$ cat src/aarf_pkg.sv
// Shared types and constants for the adaptive auto rate fallback block.
// No dependencies; used by every module under src.
`timescale 1ns / 1ps
`default_nettype none

package aarf_pkg;

  localparam int RATE_SLOTS = 16;
  localparam int RATE_CAP   = (RATE_SLOTS < 16) ? RATE_SLOTS : 16;

  localparam int CFG_IDX_W  = 3;
  localparam int CFG_DATA_W = 16;

  localparam logic [CFG_IDX_W-1:0] REG_RATE_COUNT     = 3'd0;
  localparam logic [CFG_IDX_W-1:0] REG_BASE_TIMEOUT   = 3'd1;
  localparam logic [CFG_IDX_W-1:0] REG_MIN_THRESHOLD  = 3'd2;
  localparam logic [CFG_IDX_W-1:0] REG_MAX_THRESHOLD  = 3'd3;
  localparam logic [CFG_IDX_W-1:0] REG_SUCCESS_FACTOR = 3'd4;
  localparam logic [CFG_IDX_W-1:0] REG_TIMEOUT_FACTOR = 3'd5;

  localparam logic [4:0]  RATE_COUNT_RST     = 5'd12;
  localparam logic [15:0] BASE_TIMEOUT_RST   = 16'd15;
  localparam logic [15:0] MIN_THRESHOLD_RST  = 16'd10;
  localparam logic [15:0] MAX_THRESHOLD_RST  = 16'd50;
  localparam logic [3:0]  SUCCESS_FACTOR_RST = 4'd2;
  localparam logic [3:0]  TIMEOUT_FACTOR_RST = 4'd2;

  localparam logic [2:0] EV_NONE       = 3'd0;
  localparam logic [2:0] EV_UP_SUCCESS = 3'd1;
  localparam logic [2:0] EV_UP_TIMEOUT = 3'd2;
  localparam logic [2:0] EV_DN_RECOVER = 3'd3;
  localparam logic [2:0] EV_DN_TWOFAIL = 3'd4;

  localparam logic [1:0] TRY_ONE = 2'd1;
  localparam logic [1:0] TRY_TWO = 2'd2;

  typedef struct packed {
    logic [4:0]  rate_count;
    logic [15:0] base_timeout;
    logic [15:0] min_threshold;
    logic [15:0] max_threshold;
    logic [3:0]  success_factor;
    logic [3:0]  timeout_factor;
  } cfg_t;

  typedef struct packed {
    logic [3:0] rate_index;
    logic [2:0] event_code;
    logic [1:0] first_try_count;
  } res_t;

endpackage

`default_nettype wire

$ cat src/adaptive_auto_rate_fallback_top.sv
// Top level of the adaptive auto rate fallback controller.
// Depends on aarf_pkg, aarf_cfg and aarf_engine.
//
// Usage:
//   Input channel (in_valid / in_ready / attempt_ok) carries one beat per
//   transmit attempt: attempt_ok high for an acknowledged attempt.
//   Output channel (out_valid / out_ready) returns one beat per input beat:
//   rate_index after the attempt, event_code and first_try_count.
//   Configuration writes (cfg_we, cfg_index, cfg_data) are registered;
//   issue them only while no beat is in flight. Unknown indexes are ignored.
// Timing:
//   An input register feeds the combinational state update, whose result
//   is held in the output register. Throughput, bounded by the update loop
//   on the rate state, is one beat per cycle while out_ready stays high.
//   When the receiver stalls, the output register holds its beat and the
//   input register takes one more; in_ready then drops until out_ready.
// Reset:
//   rst clears both pipeline stages, loads the register reset values and
//   returns the rate state to rate 0, threshold 10, timeout 15.
`timescale 1ns / 1ps
`default_nettype none

module adaptive_auto_rate_fallback_top (
  input  wire logic                            clk,
  input  wire logic                            rst,
  input  wire logic                            in_valid,
  output logic                                 in_ready,
  input  wire logic                            attempt_ok,
  output logic                                 out_valid,
  input  wire logic                            out_ready,
  output logic [3:0]                           rate_index,
  output logic [2:0]                           event_code,
  output logic [1:0]                           first_try_count,
  input  wire logic                            cfg_we,
  input  wire logic [aarf_pkg::CFG_IDX_W-1:0]  cfg_index,
  input  wire logic [aarf_pkg::CFG_DATA_W-1:0] cfg_data
);

  aarf_pkg::cfg_t cfg;
  aarf_pkg::res_t res;

  logic in_full;
  logic in_ok;
  logic advance;

  assign advance  = in_full && (!out_valid || out_ready);
  assign in_ready = !in_full || advance;

  aarf_cfg u_cfg (
    .clk       (clk),
    .rst       (rst),
    .cfg_we    (cfg_we),
    .cfg_index (cfg_index),
    .cfg_data  (cfg_data),
    .cfg       (cfg)
  );

  aarf_engine u_engine (
    .clk        (clk),
    .rst        (rst),
    .step       (advance),
    .attempt_ok (in_ok),
    .cfg        (cfg),
    .res        (res)
  );

  always_ff @(posedge clk) begin
    if (rst) begin
      in_full <= 1'b0;
    end else if (in_valid && in_ready) begin
      in_full <= 1'b1;
    end else if (advance) begin
      in_full <= 1'b0;
    end
  end

  always_ff @(posedge clk) begin
    if (in_valid && in_ready) begin
      in_ok <= attempt_ok;
    end
  end

  always_ff @(posedge clk) begin
    if (rst) begin
      out_valid <= 1'b0;
    end else if (advance) begin
      out_valid <= 1'b1;
    end else if (out_ready) begin
      out_valid <= 1'b0;
    end
  end

  always_ff @(posedge clk) begin
    if (advance) begin
      rate_index      <= res.rate_index;
      event_code      <= res.event_code;
      first_try_count <= res.first_try_count;
    end
  end

  a_stall_holds_input: assert property (@(posedge clk) disable iff (rst)
    in_full && !advance |=> in_full && $stable(in_ok))
    else $error("input stage lost a beat while stalled");

  a_advance_gives_output: assert property (@(posedge clk) disable iff (rst)
    advance |=> out_valid)
    else $error("output not valid after an update");

  a_stall_holds_output: assert property (@(posedge clk) disable iff (rst)
    out_valid && !out_ready |=> out_valid && $stable(rate_index) &&
                                $stable(event_code))
    else $error("output beat changed while stalled");

endmodule

`default_nettype wire

$ cat src/aarf_cfg.sv
// Configuration register file of the rate controller.
// Depends on aarf_pkg for register indexes, reset values and cfg_t.
`timescale 1ns / 1ps
`default_nettype none

module aarf_cfg (
  input  wire logic                               clk,
  input  wire logic                               rst,
  input  wire logic                               cfg_we,
  input  wire logic [aarf_pkg::CFG_IDX_W-1:0]     cfg_index,
  input  wire logic [aarf_pkg::CFG_DATA_W-1:0]    cfg_data,
  output aarf_pkg::cfg_t                          cfg
);

  aarf_pkg::cfg_t regs;

  always_ff @(posedge clk) begin
    if (rst) begin
      regs.rate_count     <= aarf_pkg::RATE_COUNT_RST;
      regs.base_timeout   <= aarf_pkg::BASE_TIMEOUT_RST;
      regs.min_threshold  <= aarf_pkg::MIN_THRESHOLD_RST;
      regs.max_threshold  <= aarf_pkg::MAX_THRESHOLD_RST;
      regs.success_factor <= aarf_pkg::SUCCESS_FACTOR_RST;
      regs.timeout_factor <= aarf_pkg::TIMEOUT_FACTOR_RST;
    end else if (cfg_we) begin
      case (cfg_index)
        aarf_pkg::REG_RATE_COUNT:     regs.rate_count     <= cfg_data[4:0];
        aarf_pkg::REG_BASE_TIMEOUT:   regs.base_timeout   <= cfg_data;
        aarf_pkg::REG_MIN_THRESHOLD:  regs.min_threshold  <= cfg_data;
        aarf_pkg::REG_MAX_THRESHOLD:  regs.max_threshold  <= cfg_data;
        aarf_pkg::REG_SUCCESS_FACTOR: regs.success_factor <= cfg_data[3:0];
        aarf_pkg::REG_TIMEOUT_FACTOR: regs.timeout_factor <= cfg_data[3:0];
        default: begin
        end
      endcase
    end
  end

  assign cfg = regs;

endmodule

`default_nettype wire

$ cat src/aarf_engine.sv
// Adaptive rate state and the combinational update for one attempt outcome.
// Depends on aarf_pkg for cfg_t, res_t and the event codes.
`timescale 1ns / 1ps
`default_nettype none

module aarf_engine (
  input  wire logic       clk,
  input  wire logic       rst,
  input  wire logic       step,
  input  wire logic       attempt_ok,
  input  aarf_pkg::cfg_t  cfg,
  output aarf_pkg::res_t  res
);

  localparam logic [4:0] RATE_CAP5 = 5'(aarf_pkg::RATE_CAP);

  logic [3:0]  current_rate, current_rate_next;
  logic [15:0] tick_timer, tick_timer_next;
  logic [15:0] success_run, success_run_next;
  logic [1:0]  failure_run, failure_run_next;
  logic        in_recovery, in_recovery_next;
  logic [15:0] success_threshold, success_threshold_next;
  logic [15:0] timeout_limit, timeout_limit_next;

  logic [4:0]  usable;
  logic        can_raise;
  logic [15:0] timer_inc;
  logic [15:0] run_inc;
  logic [1:0]  fail_inc;
  logic [15:0] timeout_scaled;
  logic [15:0] threshold_scaled;
  logic [2:0]  ev;

  function automatic logic [15:0] inc_sat(input logic [15:0] v);
    return (v == 16'hFFFF) ? v : v + 16'd1;
  endfunction

  function automatic logic [15:0] mul_sat(input logic [15:0] a, input logic [3:0] k);
    logic [19:0] p;
    p = {4'd0, a} * {16'd0, k};
    return (p[19:16] != 4'd0) ? 16'hFFFF : p[15:0];
  endfunction

  always_comb begin
    if (cfg.rate_count == 5'd0) begin
      usable = 5'd1;
    end else if (cfg.rate_count > RATE_CAP5) begin
      usable = RATE_CAP5;
    end else begin
      usable = cfg.rate_count;
    end
  end

  assign can_raise        = ({1'b0, current_rate} + 5'd1) < usable;
  assign timer_inc        = inc_sat(tick_timer);
  assign run_inc          = inc_sat(success_run);
  assign fail_inc         = failure_run + 2'd1;
  assign timeout_scaled   = mul_sat(timeout_limit, cfg.timeout_factor);
  assign threshold_scaled = mul_sat(success_threshold, cfg.success_factor);

  always_comb begin
    current_rate_next      = current_rate;
    tick_timer_next        = timer_inc;
    success_run_next       = success_run;
    failure_run_next       = failure_run;
    in_recovery_next       = in_recovery;
    success_threshold_next = success_threshold;
    timeout_limit_next     = timeout_limit;
    ev                     = aarf_pkg::EV_NONE;
    if (attempt_ok) begin
      success_run_next = run_inc;
      failure_run_next = 2'd0;
      in_recovery_next = 1'b0;
      if (can_raise) begin
        if (run_inc >= success_threshold) begin
          ev = aarf_pkg::EV_UP_SUCCESS;
        end else if (timer_inc >= timeout_limit) begin
          ev = aarf_pkg::EV_UP_TIMEOUT;
        end
      end
      if (ev != aarf_pkg::EV_NONE) begin
        current_rate_next = current_rate + 4'd1;
        tick_timer_next   = 16'd0;
        success_run_next  = 16'd0;
        in_recovery_next  = 1'b1;
      end
    end else begin
      failure_run_next = fail_inc;
      success_run_next = 16'd0;
      if (in_recovery) begin
        ev = aarf_pkg::EV_DN_RECOVER;
        timeout_limit_next = (timeout_scaled > cfg.min_threshold) ?
                             timeout_scaled : cfg.min_threshold;
        success_threshold_next = (threshold_scaled < cfg.max_threshold) ?
                                 threshold_scaled : cfg.max_threshold;
      end else if (fail_inc >= 2'd2) begin
        ev = aarf_pkg::EV_DN_TWOFAIL;
        timeout_limit_next     = cfg.base_timeout;
        success_threshold_next = cfg.min_threshold;
      end
      if (ev != aarf_pkg::EV_NONE) begin
        tick_timer_next  = 16'd0;
        failure_run_next = 2'd0;
        if (current_rate != 4'd0) begin
          current_rate_next = current_rate - 4'd1;
        end
      end
    end
  end

  always_ff @(posedge clk) begin
    if (rst) begin
      current_rate      <= 4'd0;
      tick_timer        <= 16'd0;
      success_run       <= 16'd0;
      failure_run       <= 2'd0;
      in_recovery       <= 1'b0;
      success_threshold <= aarf_pkg::MIN_THRESHOLD_RST;
      timeout_limit     <= aarf_pkg::BASE_TIMEOUT_RST;
    end else if (step) begin
      current_rate      <= current_rate_next;
      tick_timer        <= tick_timer_next;
      success_run       <= success_run_next;
      failure_run       <= failure_run_next;
      in_recovery       <= in_recovery_next;
      success_threshold <= success_threshold_next;
      timeout_limit     <= timeout_limit_next;
    end
  end

  assign res.rate_index      = current_rate_next;
  assign res.event_code      = ev;
  assign res.first_try_count = (in_recovery_next || failure_run_next != 2'd0) ?
                               aarf_pkg::TRY_ONE : aarf_pkg::TRY_TWO;

  a_up_enters_recovery: assert property (@(posedge clk) disable iff (rst)
    step && (res.event_code == aarf_pkg::EV_UP_SUCCESS ||
             res.event_code == aarf_pkg::EV_UP_TIMEOUT) |=> in_recovery)
    else $error("rate increase did not enter recovery");

  a_event_clears_timer: assert property (@(posedge clk) disable iff (rst)
    step && res.event_code != aarf_pkg::EV_NONE |=> tick_timer == 16'd0)
    else $error("timer not cleared after rate change");

  a_idle_holds_rate: assert property (@(posedge clk) disable iff (rst)
    !step |=> $stable(current_rate) && $stable(timeout_limit))
    else $error("state moved without a step");

  a_failure_run_bounded: assert property (@(posedge clk) disable iff (rst)
    failure_run == 2'd0 || failure_run == 2'd1)
    else $error("failure run went past one");

endmodule

`default_nettype wire

$ cat config.mk
export PLATFORM = sky130hd
export DESIGN_NAME = adaptive_auto_rate_fallback_top
export DESIGN_NICKNAME = d
export VERILOG_FILES = /design/src/aarf_pkg.sv /design/src/adaptive_auto_rate_fallback_top.sv /design/src/aarf_cfg.sv /design/src/aarf_engine.sv
export SDC_FILE = /design/constraint.sdc
export NUM_CORES = 1
export LEC_CHECK = 0
export ABC_AREA = 1
export BUFFER_PORTS_ARGS = -buffer_cell sky130_fd_sc_hd__buf_2
export CAP_MARGIN = 25
export CORE_AREA = 2 2 183 185
export CTS_CLUSTER_DIAMETER = 100
export DETAILED_ROUTE_END_ITERATION = 10
export DIE_AREA = 0 0 185 187
export PLACE_DENSITY = 0.56
export SETUP_SLACK_MARGIN = 0.3
export SYNTH_ARGS = -nofsm -noshare
export SYNTH_HDL_FRONTEND = slang
export SYNTH_SLANG_ARGS = --single-unit
$ cat constraint.sdc
create_clock -name clk -period 15.6 [get_ports clk]
set_input_delay 3.12 -clock clk [delete_from_list [all_inputs] [get_ports clk]]
set_output_delay 3.12 -clock clk [all_outputs]
set_load 0.005 [all_outputs]
# Word-level counts from Yosys, hierarchy flattened
# Index checks and enable logic that the tools add are counted.
# word_totals
word_cells	105
reg_bits	144
out_inout_bits	11
inputBits	25
# classes
n_lt_le_gt_ge	7
n_mul	2
n_bitwise	1
n_reduce_logical	25
n_mux	38
n_eq_ne	7
add_sub_neg	6
# ops
operator	n
2-to-1 mux 16 bit	15
multiplier 16 x 4 -> 20 bit	2
adder 16 x 1 -> 16 bit, second input constant	2
== test 16 bit, second input constant	2
>= comparator 16 bit	2
2-to-1 mux 3 bit	7
> comparator 16 bit	1
less-than comparator 16 bit	1
2-to-1 mux 4 bit	4
AND reduction 2 bit	6
nonzero test 4 bit	3
2-to-1 mux 5 bit	2
2-to-1 mux 2 bit	4
nonzero test 2 bit	4
== test 3 x 2 -> 1 bit, second input constant	2
== test 3 bit, second input constant	2
2-to-1 mux 1 bit	6
nonzero test 3 bit	2
adder 4 x 1 -> 5 bit, second input constant	1
> comparator 5 bit, second input constant	1
logical NOT 5 bit	1
less-than comparator 5 bit	1
adder 4 x 1 -> 4 bit, second input constant	1
subtractor 4 x 1 -> 4 bit, second input constant	1
9 further kinds	13

# Logic depth before layout (Yosys ltp)
# Gate-level depths: netlist of the first run.
# depth
word_depth	12
ltp_mapped	42
mapped_depth_nobuf	39

# Hierarchy
# Synthesis of the first run repeated with hierarchy kept, for this count alone.
# unflattened
cells_unflattened	1980
area_unflattened_um2	13093.8
# modules_own_cells
mod	n_inst	area_per_inst_um2	cells_each	seq_area_each_um2
aarf_engine	1	10249.8	1607	1421.4
aarf_cfg	1	2452.4	351	1221.2
adaptive_auto_rate_fallback_top	1	391.6	22	340.3

# Worst setup path before layout of the first run
# No wires, ideal clock.
# synth_path
path_kind	input-to-output
from	input port out_ready
to	output port in_ready
required_ns	12.480
stages	2
setup_slack_ns	9.211
arrival_ns	3.269
path_buffers	0
path_cell_list	inv_1 nand3_1
# synth_between
elab_chain_cells	3
# synth_rtl
item	line_no	rtl
from (decl)	adaptive_auto_rate_fallback_top.sv:30	input wire logic out_ready,
logical OR 1 bit	adaptive_auto_rate_fallback_top.sv:46	assign advance = in_full && (!out_valid || out_ready);
logical AND 1 bit	adaptive_auto_rate_fallback_top.sv:46	
logical OR 1 bit	adaptive_auto_rate_fallback_top.sv:47	assign in_ready = !in_full || advance;
to (decl)	adaptive_auto_rate_fallback_top.sv:27	output logic in_ready,
# No other way between the ends.

# Worst setup path in the final report of the first run
# Ends and elaborated chain as after synthesis.

==> flow_summary_export.csv, run 1 <==
group,metric,value,unit
die,io_pins,36,
die,rows,67,
power,p_per_area,73.4,nW/um^2
worst_setup_path,r2r_end,"u_engine.timeout_limit[2]",
clocking,post-cts-setup-buffer-count,0,
drt,drcViolationCount,0,
sta,finalSetupViolations,0,
worst_setup_path,r2r-start,"u_cfg.cfg[3]",
power,ir_drop,0.0000682,V
sta,period_share,0.425,
global_routing,grt_pass1_vias,11263,
drt,vias,11706,
sta,setup-tns-final,0,ns
yosys,synth_top_family_by_area,"simple AND/OR/NAND/NOR gates",
sta,max_slew_margin,0.301,
global_routing,grtUsageMet2,0.352,
sta,fmax,0.151,GHz
sta,holdWs,0.455,ns
yosys,ys_warn_count,0,
die,initial_core_util,0.390,
die,die_y,187,um
sta,maxSlewViolCount,0,
yosys,ys.flop_type,"dfxtp_1",
drt,via_per_inst,4.91,
clocking,cts_buffers,17,
yosys,ys_seq_area_frac,0.233,
yosys,synth_fp_nets,2123,
sta,worst_pin_slew,1.04,ns
clocking,ctsResizeCount,0,
yosys,avgSynthCellArea,6.67,sq um
drt,drt_wl_total,33300,um
power,power.leakage,7.43,nW
global_routing,use_met3,0.0224,
placement,dpl_cell_area,13400,sq um
worst_setup_path,crit_fanout,3,
worst_setup_path,critPathMaxStageDelay,0.15,ns
global_routing,grt_pass1_wl,55900,um
yosys,synth_compound_area_frac,0.147,
worst_setup_path,worst_path_max_delay_cell,"buf_2",
yosys,syn_inst,1923,
final_layout,drive_gt1_frac,0.0662,
clocking,cts_buffer_depth,2,
clocking,hold_buffers,0,
yosys,synth_common_cells,"449 x nand2_1, 385 x inv_1, 211 x a21oi_1",
hold_path,hold_path.class,"flop to flop",
global_routing,antenna_found_initial,1,
global_routing,grt_use_total,0.200,
die,dieWidth,185,um
drt,ant_nets,0,
sta,hold_viol_final,0,
clocking,clock_latency,0.43,ns
worst_setup_path,cp-endpoint,"in_ready",
global_routing,grt_max_degree,85,
drt,avgRoutedWirePerCell,14.0,um
worst_setup_path,critPathRequiredTime,12.48,ns
worst_setup_path,crit_chain,"buf_2 > inv_1 > nand3_1 > buf_2",
sta,fin_skew,0.00880,ns
yosys,synthAdderAreaFrac,0.204,
yosys,synthMuxAreaShare,0,
outcome,status,"finished clean",
global_routing,met1_usage,0.259,
placement,gp_congestion,0.854,
worst_setup_path,worstRegToRegCells,32,
clocking,clk_pin_slew,0.06,ns
yosys,synth-seq-cells,144,
yosys,yosysMostFrequentCell,"nand2_1",
placement,port_buffers,35,
die,dieArea,34600,sq um
yosys,synth_area_leaders,"dfxtp_1 21%, nand2_1 13%, ha_1 12%, inv_1 11%, fa_1 8.7%",
worst_setup_path,criticalPathCategory,"input port to primary output",
placement,post-dp-hpwl,25500,um
final_layout,nNetsFinal,2121,
worst_setup_path,crit_arrival,3.51,ns
yosys,synth_top_area_frac,0.209,
final_layout,fin_area,14000,sq um
global_routing,busiest_layer,"met2",
drt,dr.pass1.iters,5,
yosys,yosys.area_share.simple,0.248,
worst_setup_path,start_kind,"input port",
die,coreArea,32900,sq um
worst_setup_path,cp-end-kind,"primary output",
worst_setup_path,crit_start,"out_ready",
yosys,synth_enable_flop_cells,10,
yosys,synth_xor_area_frac,0.0321,
clocking,htreeDepth,4,
final_layout,syn_to_final_growth,9.37,%
clocking,cts-root-buf,"clkbuf_16",
yosys,synth-async-reset-ratio,0,
job,maxCapViolations,0,
clocking,cts_tree,"done",
sta,fin_crit,6.63,ns
worst_setup_path,regToRegSetupSlack,9.32,ns
yosys,synth_area,12800,sq um
yosys,ys_types,52,
clocking,cts_sinks,144,
drt,first_iter_violations,588,
sta,rsz0062_at_grt,"no",
global_routing,gr-total-overflow,0,
worst_setup_path,worst_path_most_repeated_cell,"buf_2",
yosys,synth_top_area_cell,"dfxtp_1",
==> layout by cell type, fill, tap and decap left out, types with 7 or more instances in the layout <==
cell and count:
nand3_2 9, buf_4 9, xnor2_1 22, edfxtp_1 10, nand2_1 449, inv_1 384
nand3_1 94, a211oi_1 7, nand4_1 15, clkbuf_16 19, nor3_1 22, a21oi_2 7
xor2_1 25, dfxtp_1 134, buf_2 35, nand2_2 13, a21oi_1 211, o21ai_0 104
fa_1 56, ha_1 119, nor2_1 124
==> kinds of logic (layout without fill, tap and decap cells) <==
kind of cell	count (synthesis)	in the layout
AO/OA/AOI/OAI	354	354
XOR/XNOR	47	47
adder cells (fa/ha/maj)	175	175
buffers and inverters	456	467
flip-flops	144	144
other	0	1
AND/OR/NAND/NOR	747	747
==> final cells by class <==
cell class,instances,area [sq um]
clock inverters,13,170
multi-input cells,1323,8100
fillers,3527,18800
repair buffers,45,270
inverters,390,1470
diodes,1,2.50
flip-flops and latches,144,2980
clock buffers,19,475
well taps,448,561
==> how the worst min path moves through the flow <==
| stage | startpoint | endpoint | cells after the start |
|---|---|---|---|
| 6_report | u_engine.failure_run[1] | u_engine.failure_run[1] | 2 |
| 5_1_grt | u_engine.failure_run[1] | u_engine.failure_run[1] | 2 |
| 4_1_cts | u_engine.failure_run[1] | u_engine.failure_run[1] | 2 |
| 3_5_place_dp | u_engine.failure_run[1] | u_engine.failure_run[1] | 2 |
| 3_3_place_gp | u_engine.failure_run[1] | u_engine.failure_run[1] | 2 |
| 2_1_floorplan | u_cfg.cfg[40] | u_cfg.cfg[40] | 2 |
==> per-layer routing <==
layer / share of wire / up-vias
met5: 0 / -
met3: 0.022 / 28
met1: 0.47 / 5488
met4: 0.012 / 0
li1: - / 6058
met2: 0.50 / 132
==> flip-flops by register name (all words and copies together), names as in the netlist, 2 cells and up <==
name and count:
u_cfg.cfg 61, u_engine.success_run 16, u_engine.success_threshold 16, u_engine.tick_timer 16, u_engine.timeout_limit 16, rate_index 4
u_engine.current_rate 4, event_code 3, first_try_count 2, u_engine.failure_run 2
==> worst max-delay path: cells and delay by family <==
| kind | cells | cell delay [ns] |
|---|---|---|
| buffers and inverters | 3 | 0.30 |
| AND/OR/NAND/NOR | 1 | 0.10 |
==> where the power goes <==
part,internal (mW),switching (mW)
Clock,0.274,0.176
Combinational,0.0655,0.119
Sequential,0.382,0.0122
==> metrics by stage <==
stage / power (mW) / cells / setup WS, ns / utilization
finish: 1.03 / 2383 / 8.97 / 0.427
global route: 1.08 / 2383 / 8.71 / 0.427
CTS: 1.04 / 2382 / 8.96 / 0.427
detailed placement: 0.588 / 2350 / 8.96 / 0.407
global placement: 0.586 / 2349 / 8.96 / 0.406
floorplan: 0.543 / 1923 / 9.21 / -
Power figures use the tool's default switching activity.
==> run 2: changes to the inputs <==
ABC_AREA = 0   (was 1)
CORE_AREA = 2 2 181 183   (was 2 2 183 185)
DIE_AREA = 0 0 183 185   (was 0 0 185 187)
PLACE_DENSITY = 0.58   (was 0.56)
clock period = 5.35 ns   (was 15.6 ns; I/O delays follow)
==> run 2 against run 1 <==
Compared with the run above:
- the flow now finishes with violations (setup timing)
- worst hold slack better by 0.0013 ns
- synthesized area down 1.2%
- total power rose to 2.8 times the previous value
- utilization up 7.6 points
- sequential power rose to 2.8 times the previous value
- global-route usage up 2.5 points
- clock power rose to 2.7 times the previous value
- flip-flop and latch count unchanged
- wire length up 12%
- first-iteration DRC count up 9.2%
- critical path type is now flop to flop
- largest cell class unchanged
- highest routed layer unchanged
==> flow_summary_export.csv, run 2 <==
group,metric,value,unit
final_layout,largest_reg_flops,61,
placement,port_buffers,35,
hold_path,hold_path.class,"flop to flop",
yosys,synth_common_cells,"229 x nand2_1, 180 x inv_1, 134 x dfxtp_1",
job,maxCapViolations,0,
worst_setup_path,r2r_end,"u_engine.timeout_limit[4]",
final_layout,nNetsFinal,1998,
global_routing,grt_max_degree,61,
drt,ant_nets,0,
final_layout,nFillCells,3104,
drt,avgRoutedWirePerCell,16.8,um
drt,first_iter_violations,642,
power,power.leakage,7.19,nW
die,die_y,185,um
clocking,htreeDepth,4,
clocking,cts_tree,"done",
sta,finalSetupViolations,32,
worst_setup_path,r2r-start,"u_cfg.cfg[3]",
sta,rsz0062_at_grt,"yes",
power,pwr-share-comb,0.174,
yosys,ys_seq_area_frac,0.235,
final_layout,layout_commonest_cell,"nand2_1",
yosys,synth-seq-cells,144,
sta,maxSlewViolCount,0,
power,ir_drop,0.000208,V
hold_path,min_from,"u_cfg.cfg[55]",
sta,max_slew_margin,0.338,
worst_setup_path,start_kind,"flop",
drt,via_per_inst,5.37,
yosys,ys.flop_type,"dfxtp_1",
power,switching_share,0.294,
power,p_per_area,176,nW/um^2
worst_setup_path,crit_arrival,6.03,ns
placement,post-dp-hpwl,28500,um
sta,worst_pin_slew,0.990,ns
clocking,cts_buffers,17,
placement,dp_slack,-0.526,ns
clocking,cts_buffer_depth,2,
sta,fin_skew,0.0180,ns
yosys,synth_area_leaders,"dfxtp_1 21%, ha_1 12%, fa_1 8.8%, nand2_1 6.8%, inv_1 5.3%",
hold_path,min_to,"u_cfg.cfg[55]",
sta,fmax,0.175,GHz
yosys,synth_top_area_cell,"dfxtp_1",
die,initial_core_util,0.396,
worst_setup_path,critPathRequiredTime,5.68,ns
yosys,ys_warn_count,0,
yosys,synth_top_area_frac,0.212,
drt,dr.pass1.iters,7,
drt,vias,11916,
die,rows,66,
die,dieArea,33900,sq um
placement,gp_congestion,0.893,
yosys,yosysMostFrequentCell,"nand2_1",
die,dieWidth,183,um
yosys,synth_fp_nets,1824,
final_layout,ff_latch_area,3010,sq um
drt,drt_wl_total,37300,um
yosys,synth_area,12700,sq um
die,coreArea,32000,sq um
clocking,clk_pin_slew,0.07,ns
clocking,cts_sinks,144,
yosys,ys_types,72,
yosys,syn_inst,1624,
sta,timing.final.ws_setup,-0.356,ns
worst_setup_path,criticalPathCategory,"flop to flop",
final_layout,final_core_utilization,0.503,
clocking,cts-root-buf,"clkbuf_16",
placement,dpl_cell_area,14600,sq um
final_layout,multi_input_area,9570,sq um
die,io_pins,36,
hold_path,min_path_cells,2,
worst_setup_path,crit_start,"u_cfg.cfg[3]",
worst_setup_path,crit_fanout,8,
global_routing,antenna_found_initial,0,
global_routing,gr-total-overflow,0,
yosys,synth-async-reset-ratio,0,
final_layout,drive_gt1_frac,0.229,
worst_setup_path,cp-end-kind,"flop",
sta,fin_crit,5.71,ns
final_layout,fin_area,16100,sq um
final_layout,antenna_cells,0,
outcome,status,"finished with violations",
final_layout,syn_to_final_growth,27.1,%
clocking,clock_latency,0.44,ns
sta,period_share,1.07,
worst_setup_path,worstRegToRegCells,23,
yosys,avgSynthCellArea,7.80,sq um
power,p_clk_frac,0.431,
global_routing,grt_pass1_wl,61200,um
drt,drcViolationCount,0,
power,p_int,2.00,mW
worst_setup_path,regToRegSetupSlack,-0.36,ns
final_layout,final_cell_mix,"223 x nand2_1, 175 x buf_4, 171 x inv_1",
sta,hold_viol_final,0,
outcome,violations,"setup timing",
global_routing,grt_pass1_vias,11780,
power,seqPwrFrac,0.395,
power,p_switching,834,uW
global_routing,grt_use_total,0.225,
yosys,synth_enable_flop_cells,10,
run 2: cell count changes after synthesis, moves of 26 or more:
| cell | before | now |
|---|---|---|
| nor2_1 | 124 | 70 |
| nand3_1 | 94 | 38 |
| a21o_1 | 1 | 34 |
| a21oi_1 | 211 | 103 |
| nand2_1 | 449 | 229 |
| o21ai_0 | 104 | 51 |
| and2_1 | 0 | 102 |
| inv_1 | 385 | 180 |
| a211oi_1 | 7 | 33 |
run 2: worst max path at each step:
stage / cells past startpoint / end / slack, ns
2_1_floorplan: 25 / u_engine.success_threshold[10] / -0.25
3_3_place_gp: 22 / u_engine.timeout_limit[10] / -0.44
3_5_place_dp: 25 / u_engine.success_threshold[12] / -0.53
6_report: 23 / u_engine.timeout_limit[4] / -0.36
5_1_grt: 24 / u_engine.timeout_limit[14] / -0.53
4_1_cts: 22 / u_engine.timeout_limit[0] / -0.44
run 2: through the flow:
step	hold slack (ns)	instances	setup TNS, ns	power (mW)
2_1_floorplan	0.432	1624	-2.75	1.38
3_3_place_gp	0.443	2153	-9.63	1.51
3_5_place_dp	0.448	2154	-12.21	1.51
4_1_cts	0.458	2208	-8.52	2.77
5_1_grt	0.476	2219	-14.57	2.94
6_report	0.457	2219	-7.91	2.83
run 2: cells by family (layout without fill, tap and decap cells):
| logic type | Yosys count | count (layout) | synth area share |
|---|---|---|---|
| buffers and inverters | 255 | 441 | 0.0764 |
| and+or+nand+nor | 609 | 610 | 0.240 |
| muxes | 24 | 24 | 0.0195 |
| xor gates and xnor gates | 45 | 45 | 0.0311 |
| AOI/OAI and AO/OA | 372 | 372 | 0.192 |
| DFF | 144 | 144 | 0.235 |
| adders and majority gates | 175 | 175 | 0.206 |
run 2: per-layer routing:
layer | vias up | share of wire | track usage
met2 | 209 | 0.49 | 0.393
li1 | 5962 | - | -
met3 | 50 | 0.026 | 0.0210
met1 | 5695 | 0.46 | 0.290
met5 | - | 0 | 0
met4 | 0 | 0.031 | 0.0758
run 2: critical path, cell delays in order, from the launching register on:
cell,delay [ns]
dfxtp_4,0.37
and2_4,0.15
fa_1,0.52
inv_1,0.05
fa_1,0.51
inv_2,0.04
ha_4,0.17
a2111o_1,0.45
a31o_1,0.25
a2111o_1,0.41
a311oi_2,0.30
o22ai_4,0.18
or2_4,0.32
ha_4,0.25
nor2b_4,0.12
o21a_1,0.17
o21ai_2,0.13
a21oi_2,0.08
o311ai_2,0.30
a31oi_4,0.18
buf_6,0.17
nand3b_1,0.08
o211ai_1,0.12
a221oi_2,0.28
run 2: power by group through the flow:
stage	sequential, mW	combinational (mW)	clock, mW
after floorplan	1.14	0.240	0
after global placement	1.15	0.359	0
after detailed placement	1.15	0.364	0
after CTS	1.12	0.412	1.23
after global routing	1.12	0.539	1.27
final	1.12	0.494	1.22
run 2: cell type report:
type | instances | area share
clock buffers | 19 | 0.0295
repair buffers | 228 | 0.107
well taps | 408 | 0.0317
inverters | 181 | 0.0422
flip-flops and latches | 144 | 0.187
clock inverters | 13 | 0.00800
multi-input cells | 1226 | 0.594
run 2: timing repair:
action | in CTS | in global routing
hold buffers | 0 | 0
resized for setup | 89 | 53
setup buffers | 21 | 8
endpoints found under the setup margin | 32 | 46
gates cloned | 1 | 1
hold endpoints to repair | 0 | 0
pin swaps | 73 | 25
